==> config.mk <==
export PLATFORM = sky130hd
export DESIGN_NAME = dpfs_divider
export DESIGN_NICKNAME = d
export VERILOG_FILES = /design/src/rtl/dpfs_pkg.sv /design/src/rtl/dpfs_divider.sv
export SDC_FILE = /design/constraint.sdc
export NUM_CORES = 1
export LEC_CHECK = 0
export ABC_AREA = 1
export BUFFER_PORTS_ARGS = -buffer_cell sky130_fd_sc_hd__buf_2
export CAP_MARGIN = 20
export CORE_ASPECT_RATIO = 0.7
export CORE_MARGIN = 5
export CORE_UTILIZATION = 39
export CTS_CLUSTER_DIAMETER = 150
export DETAILED_ROUTE_END_ITERATION = 7
export GPL_TIMING_DRIVEN = 1
export SLEW_MARGIN = 20
export SYNTH_ARGS = -nofsm -noshare
export SYNTH_HDL_FRONTEND = slang
export SYNTH_SLANG_ARGS = --single-unit
==> constraint.sdc <==
create_clock -name clk -period 4.1 [get_ports clk]
set_input_delay 0.82 -clock clk [delete_from_list [all_inputs] [get_ports clk]]
set_output_delay 0.82 -clock clk [all_outputs]
set_load 0.02 [all_outputs]
==> src/rtl/dpfs_pkg.sv <==
// ----------------------------------------------------------------------------
// dpfs_pkg
// Shared types and constants for the depth pixel fusion store.
// ----------------------------------------------------------------------------
package dpfs_pkg;

  // Number of pixels in the store; a power of two.
  localparam int unsigned PIXELS = 65536;
  localparam int unsigned PIX_AW = $clog2(PIXELS);

  localparam int unsigned DATA_W  = 16;
  localparam int unsigned CFG_IDX_W = 2;

  // One stored pixel.
  typedef struct packed {
    logic [DATA_W-1:0] rng;
    logic [DATA_W-1:0] sig;
    logic [DATA_W-1:0] grd;
    logic [DATA_W-1:0] cnt;
  } cell_t;

  // Operation codes carried by the kind field.
  localparam logic [1:0] KIND_FUSE    = 2'd0;
  localparam logic [1:0] KIND_REPLACE = 2'd1;
  localparam logic [1:0] KIND_READ    = 2'd2;

  // Configuration register indexes.
  localparam logic [CFG_IDX_W-1:0] REG_MAX_CONF = 2'd0;
  localparam logic [CFG_IDX_W-1:0] REG_ABS_TOL  = 2'd1;
  localparam logic [CFG_IDX_W-1:0] REG_REL_TOL  = 2'd2;

  // Reset values of the configuration registers.
  localparam logic [DATA_W-1:0] MAX_CONF_RST = 16'd20;
  localparam logic [DATA_W-1:0] ABS_TOL_RST  = 16'd256;
  localparam logic [DATA_W-1:0] REL_TOL_RST  = 16'd6554;

endpackage

==> src/rtl/dpfs_divider.sv <==
// ----------------------------------------------------------------------------
// dpfs_divider
// Restoring radix-2 divider, one quotient bit per cycle. The caller
// guarantees that the quotient fits in DATA_W bits, so the upper half of
// the dividend is already below the divisor and only DATA_W steps are run.
// ----------------------------------------------------------------------------
module dpfs_divider
  import dpfs_pkg::*;
(
  input  logic                clk,
  input  logic                rst_n,
  input  logic                start,
  input  logic [2*DATA_W-1:0] dividend,
  input  logic [DATA_W:0]     divisor,
  output logic                done,
  output logic [DATA_W-1:0]   quotient
);

  localparam int unsigned STEP_W = $clog2(DATA_W);

  logic              busy_r;
  logic              done_r;
  logic [STEP_W-1:0] step_r;
  logic [DATA_W:0]   rem_r;
  logic [DATA_W-1:0] lo_r;
  logic [DATA_W:0]   dsr_r;

  logic [DATA_W+1:0] trial;
  logic [DATA_W+1:0] diff;
  logic              qbit;

  always_comb begin
    trial = {rem_r, lo_r[DATA_W-1]};
    diff  = trial - {1'b0, dsr_r};
    qbit  = (trial >= {1'b0, dsr_r});
  end

  always_ff @(posedge clk) begin
    if (!rst_n) begin
      busy_r <= 1'b0;
      done_r <= 1'b0;
      step_r <= '0;
    end else begin
      done_r <= 1'b0;
      if (start) begin
        busy_r <= 1'b1;
        step_r <= '0;
      end else if (busy_r) begin
        step_r <= step_r + 1'b1;
        if (step_r == STEP_W'(DATA_W - 1)) begin
          busy_r <= 1'b0;
          done_r <= 1'b1;
        end
      end
    end
  end

  // Datapath: the low word shifts out dividend bits and shifts in quotient bits.
  always_ff @(posedge clk) begin
    if (start) begin
      rem_r <= {1'b0, dividend[2*DATA_W-1:DATA_W]};
      lo_r  <= dividend[DATA_W-1:0];
      dsr_r <= divisor;
    end else if (busy_r) begin
      rem_r <= qbit ? diff[DATA_W:0] : trial[DATA_W:0];
      lo_r  <= {lo_r[DATA_W-2:0], qbit};
    end
  end

  assign done     = done_r;
  assign quotient = lo_r;

endmodule

## Yosys cells after proc, flatten, opt, wreduce, memory -nomap -nowiden

Index checks and enable logic that the tools add are counted.

- Add/subtract/negate cells: 2
- Reduce and logical (&&, ||, !) cells: 3
- Mux-type cells: 9
- Bitwise logic cells: 2
- Shift operators: 0
- Divide/modulo/power cells: 0
- Equal/unequal tests: 1
- Multiply operators: 0
- Magnitude comparators: 1

Operators by type and width:

| kind | count |
|---|---|
| two-way mux 16 bit | 4 |
| >= comparator 18 x 17 -> 1 bit | 1 |
| two-way mux 17 bit | 1 |
| subtractor 17 bit | 1 |
| adder 4 x 1 -> 4 bit, second input constant | 1 |
| equality test 4 bit, second input constant | 1 |
| two-way mux 1 bit | 4 |
| OR reduction 3 bit | 1 |
| NOT 1 bit | 2 |
| nonzero test 2 bit | 1 |
| OR reduction 2 bit | 1 |

- Memories kept: 0
- Bits in latches: 0
- Bits of input ports: 52
- RAM bits: 0
- Output and inout bits: 17
- Register bits after elaboration: 56
- ROM bits: 0
- Word-level logic and storage cells: 25

## Depth between registers and ports, before layout

Gate-level depths: netlist of the first run.

- Depth in word-level cells: 4
- Mapped depth: 15
- Depth with buffers taken out: 15

## Worst setup path after synthesis of the first run

Ideal clock, no wire load.

- Kind: input to register
- Start point: input port start
- End point: register lo_r[0], in the netlist quotient[0] (enable)
- Path buffers: 1
- Path slack: 1.944 ns
- Setup time: 0.387 ns
- Cell stages on the path: 3
- Data arrival time: 1.769 ns
- Data required time: 3.713 ns
- Path through: clkbuf_1 > nor2_1 > inv_1

- Longest elaborated chain between the ends: 1

Ends and longest elaborated chain:

| item | RTL line | text |
|---|---|---|
| start: declaration | dpfs_divider.sv:12 | `input logic start,` |
| nonzero test 2 bit (no source line) | n/a |  |
| end signal: assignment | dpfs_divider.sv:62 | `lo_r <= dividend[DATA_W-1:0];` |
| end signal: assignment | dpfs_divider.sv:66 | `lo_r <= {lo_r[DATA_W-2:0], qbit};` |
| end: declaration | dpfs_divider.sv:25 | `logic [DATA_W-1:0] lo_r;` |

No other way between the ends.
A chain may end at the register's enable or synchronous reset.

## Worst setup path in the final report of the first run

- Start point: register rem_r[10]
- End point: register rem_r[13], data pin

- Longest elaborated chain between the ends: 4
- Elaborated cells between the ends (all ways): 5
- Classes of those cells: 1 x add/sub; 1 x order compare; 3 x mux

Ends and longest elaborated chain:

| item | RTL line | text |
|---|---|---|
| start: declaration | dpfs_divider.sv:24 | `logic [DATA_W:0] rem_r;` |
| start signal: assignment | dpfs_divider.sv:61 | `rem_r <= {1'b0, dividend[2*DATA_W-1:DATA_W]};` |
| start signal: assignment | dpfs_divider.sv:65 | `rem_r <= qbit ? diff[DATA_W:0] : trial[DATA_W:0];` |
| subtractor 17 bit or >= comparator 18 x 17 -> 1 bit (tied branches) | dpfs_divider.sv:34, dpfs_divider.sv:35 |  |
| two-way mux 17 bit (*) | dpfs_divider.sv:65 |  |
| two-way mux 16 bit (*) | dpfs_divider.sv:64 | `end else if (busy_r) begin` |
| two-way mux 16 bit (*) | dpfs_divider.sv:60 | `if (start) begin` |

Every way passes the cells marked *; elsewhere a longest branch is shown, timed or not. The select of a mux whose other input is x is not followed.

==> results of run 1 <==
[metal layers]
metal / vias to the layer above / global-route usage
met3: 8 / 0.0364
met4: 0 / 0.0304
li1: 1592 / -
met2: 72 / 0.219
met5: - / 0
met1: 1372 / 0.225
[tightest hold or removal path: cells and delay by family (launching register included)]
| kind | cells | cell delay (ns) |
|---|---|---|
| AOI/OAI and AO/OA | 1 | 0.07 |
| DFF | 1 | 0.32 |
| buffers and inverters | 1 | 0.08 |
[synthesized netlist by cell type, drive strengths merged]
library cell	instances
fa	1
nor2	21
o211a	1
buf	5
dfxtp	7
nand3b	18
and2	2
clkbuf	5
nor3	6
nand2	201
xor2	2
inv	68
a211oi	1
a21oi	10
xnor2	6
clkinv	1
edfxtp	49
nand3	31
a31oi	1
nor3b	1
o21a	1
ha	18
nand4	3
[how the worst max path moves through the flow]
stage                     startpoint     endpoint  cells after the start
after global placement         start     rem_r[0]                      5
after floorplan                start  quotient[0]                      3
after global routing       rem_r[14]    rem_r[12]                      9
final                      rem_r[10]    rem_r[13]                     12
after CTS                  rem_r[10]    rem_r[15]                     12
after detailed placement       start    rem_r[14]                      5
[layout by cell type, fill, tap and decap left out, types with 2 or more instances in the layout]
master / count
a21oi_1: 10
and2_1: 2
buf_2: 68
buf_4: 3
clkbuf_16: 5
dfxtp_1: 7
edfxtp_1: 49
ha_1: 18
inv_1: 68
nand2_1: 185
nand2_2: 15
nand3_1: 18
nand3_2: 12
nand3b_1: 18
nand4_1: 3
nor2_1: 16
nor2_2: 4
nor3_1: 4
xnor2_1: 6
xor2_1: 2
[registers in the layout (all words and copies together), names as in the netlist]
register	flops
rem_r	17
busy_r	1
quotient	16
step_r	4
done	1
dsr_r	17
[metrics by stage]
stage	power [W]	instances
2_1_floorplan	0.00139	459
3_3_place_gp	0.00155	644
3_5_place_dp	0.00156	644
4_1_cts	0.00200	652
5_1_grt	0.00215	652
6_report	0.00199	652
[area by class of cell]
type	count	area [µm²]	area share
Clock buffer	5	125	0.0293
Clock inverter	3	22.5	0.00527
Inverter	69	259	0.0606
Multi-Input combinational cell	324	1740	0.407
Sequential cell	56	1610	0.377
Tap cell	124	155	0.0363
Timing Repair Buffer	71	363	0.0848
[cell families (layout without fill, tap and decap cells)]
| kind of cell | count (synthesis) | after routing | synth area share |
|---|---|---|---|
| compound gates | 14 | 14 | 0.0221 |
| xor+xnor | 8 | 8 | 0.0191 |
| fa+ha+maj | 19 | 19 | 0.0667 |
| buf+inv | 79 | 148 | 0.0878 |
| flops | 56 | 56 | 0.439 |
| simple gates | 283 | 283 | 0.366 |
[report_power, final]
part           internal (W)  switching, W  leakage (nW)
logic              0.000292      0.000515          1.58
clock network      0.000229      0.000210        0.0742
registers          0.000710     0.0000359         0.550
==> impl_metrics.toml, run 1 <==
[outcome]
status = "completed"

[worst_setup_path]
cp.arrival_ns = 2.63
end_kind = "flip-flop"
crit_slowest_cell = "nor2_4"
worstSetupPathType = "flip-flop to flip-flop"
worstReg2RegEnd = "rem_r[13]"
path_max_fanout = 19
rr_startpoint = "rem_r[10]"
worst_path_dominant_cell_family = "simple AND/OR/NAND/NOR gates"
crit_top_cell = "nand2_1"
slowest_delay_ns = 0.49
r2r_cells = 12
cp-start-kind = "flip-flop"
path_cells = "ha_1 > nand2_1 > nand2_1 > nand2_1 > nand2_1 > nand2_1 > nand2_1 > nor2_4 > nand2_4 > nand2_1 > nand3_1 > nand2_1"
ff2ff_setup_slack_ns = 1.64
path_buf_inv = 0
required_ns = 4.27

[finish]
final_area_um2 = 4280
fill_cells = 959
syn_to_final_growth_pct = 16.4
final_net_count = 598
diodes = 0
drive_above_1_share = 0.218
post-route-util = 0.468

[detailed_routing]
vias = 3044
dr.max_layer_used = "met4"
drt-wirelength-per-cell_um = 12.8
finalWirelength_um = 8340
wl_met3_um = 389
met1_length_um = 4480
drc_errors = 0
dr.pass1.iters = 4
dr_wl_met2_um = 3400
first_iter_violations = 196
drtAntennaViolNets = 0
via_per_inst = 4.67

[cts]
cts_buffers = 5
cts_buffer_depth = 2
cts_resized = 0
cts_sinks = 56
cts-root-buf = "clkbuf_16"
cts_tree = "done"
htree_levels = 2
hold_buffers = 0
clk_latency_ns = 0.30
path_clk_slew_ns = 0.07
cts_setup_buffers = 0

[floorplanning]
die_x_um = 126
start_util = 0.402
die-area_um2 = 11500
ioPinCount = 69
row_count = 29
coreArea_um2 = 9140
die_h_um = 91.2

[sta]
slew_headroom = 0.610
max_clock_freq_mhz = 406
finClkSkew_ns = 0.00513
rsz0062_at_grt = "false"
period_needed_ns = 2.46
finalHoldViolCount = 0
finalMaxSlewViolations = 0
setup_viol = 0
worstMarginPinSlew_ns = 0.583
whs_ns = 0.511
tns_ns = 0
layout_worst_path_cycle_share = 0.601
setup_ws_ns = 1.64

[global_routing]
grt_max_degree = 34
grt_usage = 0.150
grt_pass1_wl_um = 14300
grt_pass1_vias = 3003
overflow = 0
antenna_found_initial = 0

[placement]
gp_routability_congestion = 0.909
dpl_cell_area_um2 = 4130
place_ws_ns = 1.42
dp_hpwl_um = 6300
io_buffers = 68

[hold_path]
min_to = "step_r[1]"
min_from = "step_r[1]"
hold_depth = 2
worstHoldPathType = "flip-flop to flip-flop"

[synthesis]
synthTopCellsByArea = "edfxtp_1 (40%), nand2_1 (19%), inv_1 (6.9%)"
ys_types = 33
synth_area_um2 = 3670
ys.warnings.count = 0
yosysTopAreaCellShare = 0.400
syn_nets = 530
ys_seq_elements = 56
ys_seq_area_frac = 0.439
avgSynthCellArea_um2 = 8.01
synthCells = 459
yosysTopAreaCell = "edfxtp_1"

[power_and_ir_drop]
pwr_density_cell_nw_per_um2 = 466
vdd_ir_drop_max_mv = 0.190
p_leak_nw = 2.20

[job]
maxCapViolCount = 0
No activity file was read; power rests on OpenSTA's default activity.
==> inputs of run 2 (changes only) <==
--- a/config.mk
+++ b/config.mk
@@ -5,7 +5,7 @@
 export SDC_FILE = /design/constraint.sdc
 export NUM_CORES = 1
 export LEC_CHECK = 0
-export ABC_AREA = 1
+export ABC_AREA = 0
 export BUFFER_PORTS_ARGS = -buffer_cell sky130_fd_sc_hd__buf_2
 export CAP_MARGIN = 20
 export CORE_ASPECT_RATIO = 0.7
==> constraint.sdc (replaced) <==
create_clock -name clk -period 2.32 [get_ports clk]
set_input_delay 0.464 -clock clk [delete_from_list [all_inputs] [get_ports clk]]
set_output_delay 0.464 -clock clk [all_outputs]
set_load 0.02 [all_outputs]
==> run 2 against run 1 <==
Net effect:
- the flow now finishes with violations (negative setup slack)
- die area shrank 11%
- combinational power grew to 3.1 times the previous value
- sequential share of layout area shrank 0.32 points
- final area grew 0.85%
- via count shrank 20%
- sequential cell count is the same
- area after synthesis shrank 13%
- maximum frequency shrank 11%
- critical endpoint is now rem_r[12]
- largest power group unchanged
- highest routed layer unchanged
==> impl_metrics.toml, run 2 <==
[global_routing]
antenna_found_initial = 0
grt_pass1_wl_um = 12100
grt_use_met3 = 0.0606
use_met1 = 0.207
busiest_layer = "met2"
met2_usage = 0.209
overflow = 0
grt_max_degree = 64
grt_pass1_vias = 2524
grt_usage = 0.146

[finish]
final_area_um2 = 4310
syn_to_final_growth_pct = 34.3
diodes = 0
layout_common_cells = "buf_2 (69), edfxtp_1 (49), buf_4 (33)"
multi_input_area_um2 = 1580
drive_above_1_share = 0.449
instances_no_fill = 491
seq_area_um2 = 1610
final_common_cell = "buf_2"
final_net_count = 460
fill_cells = 704

[synthesis]
ys_types = 45
synthCells = 281
synthTopCellsByArea = "edfxtp_1 (46%), mux2_2 (10%), ha_1 (7.0%)"
syn_nets = 352
ys_async_sr_fraction = 0
ys_seq_area_frac = 0.502
yosysMostFrequentCell = "edfxtp_1"
ys.warnings.count = 0
ys_seq_elements = 56
synth_edf_count = 49
avgSynthCellArea_um2 = 11.4
yosysTopAreaCellShare = 0.458
synth_area_um2 = 3210
yosysTopAreaCell = "edfxtp_1"
yosys-top-cells-count = "edfxtp_1 (49), mux2_2 (29), nor2_1 (25)"
yosys_most_used_dff = "edfxtp_1"

[worst_setup_path]
worstSetupPathType = "flip-flop to flip-flop"
end_kind = "flip-flop"
cp-start-kind = "flip-flop"
rr_startpoint = "quotient[15]"
worstReg2RegEnd = "rem_r[12]"
cp.arrival_ns = 2.80
required_ns = 2.37
r2r_cells = 11
path_max_fanout = 3
ff2ff_setup_slack_ns = -0.43

[cts]
path_clk_slew_ns = 0.07
cts_tree = "done"
clk_latency_ns = 0.30
cts_sinks = 56
cts_buffers = 5
hold_buffers = 0
htree_levels = 2
cts-root-buf = "clkbuf_16"
cts_buffer_depth = 2

[detailed_routing]
drt-wirelength-per-cell_um = 14.7
via_per_inst = 4.98
dr.pass1.iters = 4
drc_errors = 0
first_iter_violations = 141
vias = 2446
finalWirelength_um = 7220
drtAntennaViolNets = 0

[floorplanning]
die_h_um = 85.9
die_x_um = 118
start_util = 0.405
row_count = 27
die-area_um2 = 10200
coreArea_um2 = 7940
ioPinCount = 69

[power_and_ir_drop]
pwr_density_cell_nw_per_um2 = 1100
p_switching_w = 0.00161
combPwrFrac = 0.519
vdd_ir_drop_max_mv = 0.626
p_sw_frac = 0.338
p_clk_frac = 0.181
power_frac_seq = 0.300
p_leak_nw = 1.86
p_int_w = 0.00315

[placement]
dp_cells = 474
dpl_cell_area_um2 = 3920
dp_hpwl_um = 5040
io_buffers = 68
gp_routability_congestion = 0.793

[sta]
whs_ns = 0.340
setup_ws_ns = -0.434
rsz0062_at_grt = "true"
finalHoldViolCount = 0
finClkSkew_ns = 0.00671
period_needed_ns = 2.75
slew_headroom = 0.703
max_clock_freq_mhz = 363
finalMaxSlewViolations = 0
worstMarginPinSlew_ns = 0.446
layout_worst_path_cycle_share = 1.19
setup_viol = 18

[job]
maxCapViolCount = 0

[hold_path]
min_to = "dsr_r[1]"
hold_depth = 1
min_from = "divisor[1]"
worstHoldPathType = "primary input to flip-flop"

[outcome]
status = "finished with violations"
violations = "negative setup slack"
run 2: cell count changes in the layout (fill, tap and decap cells not counted), sizes merged, moves of 16 or more:
cell / change
nand3: -29
inv: -46
nand3b: -16
nand2: -186
buf: +40
mux2: +29
run 2: timing repair:
item                                    in CTS  in global routing
resized for setup                           32                  4
endpoints found under the setup margin      18                 18
gates cloned                                 2                  0
setup buffers                                7                  0
pin swaps                                    9                  5
run 2: area by class of cell:
cell class / instances / share of cell area
repair buffers: 111 / 0.171
flip-flops and latches: 56 / 0.374
well taps: 101 / 0.0293
clock buffers: 5 / 0.0290
inverters: 23 / 0.0200
clock inverters: 3 / 0.00986
multi-input cells: 192 / 0.367
run 2: logic make-up (layout without fill, tap and decap cells):
group	count (synthesis)	count (layout)	synth area share
AND/OR/NAND/NOR	66	66	0.0982
AO/OA/AOI/OAI	59	59	0.123
flip-flops	56	56	0.502
multiplexers	33	33	0.114
buffers and inverters	33	142	0.0460
adder cells (fa/ha/maj)	19	19	0.0764
XOR/XNOR	15	15	0.0409
run 2: worst max-delay path, stage by stage (launching register included):
cell and delay (ns):
edfxtp_1 0.38, inv_1 0.07, ha_2 0.18, inv_2 0.04
fa_2 0.35, a21o_1 0.22, a221oi_4 0.29, nor3_2 0.07
or3b_4 0.39, xnor2_2 0.18, a21oi_2 0.07, mux2_4 0.26
run 2: worst max-delay path by stage:
stage,start,to,slack (ns),cells after the start
after floorplan,quotient[15],rem_r[12],-0.44,11
after global placement,quotient[15],rem_r[12],-0.37,11
after detailed placement,quotient[15],rem_r[12],-0.40,11
after CTS,quotient[15],rem_r[12],-0.40,11
after global routing,quotient[15],rem_r[12],-0.55,11
final,quotient[15],rem_r[12],-0.43,11
run 2: power groups by stage:
stage / clock [W] / combinational, W / sequential (W)
final: 0.000861 / 0.00247 / 0.00143
after global routing: 0.000926 / 0.00272 / 0.00145
after CTS: 0.000882 / 0.00242 / 0.00143
after detailed placement: 0 / 0.00202 / 0.00143
after global placement: 0 / 0.00199 / 0.00143
after floorplan: 0 / 0.00133 / 0.00145
run 2: routing by layer:
layer | up-vias | wire (µm)
li1 | 1244 | -
met1 | 1122 | 3620
met2 | 74 | 2910
met3 | 6 | 632
met4 | 0 | 60
met5 | - | 0
run 2: metrics by stage:
step	TNS, ns	utilization	total power (W)	setup slack, ns
floorplan	-3.77	-	0.00279	-0.443
finish	-5.60	0.543	0.00476	-0.434
global placement	-4.10	0.493	0.00342	-0.374
global route	-7.98	0.543	0.00510	-0.546
CTS	-4.46	0.541	0.00474	-0.400
detailed placement	-4.39	0.493	0.00345	-0.401
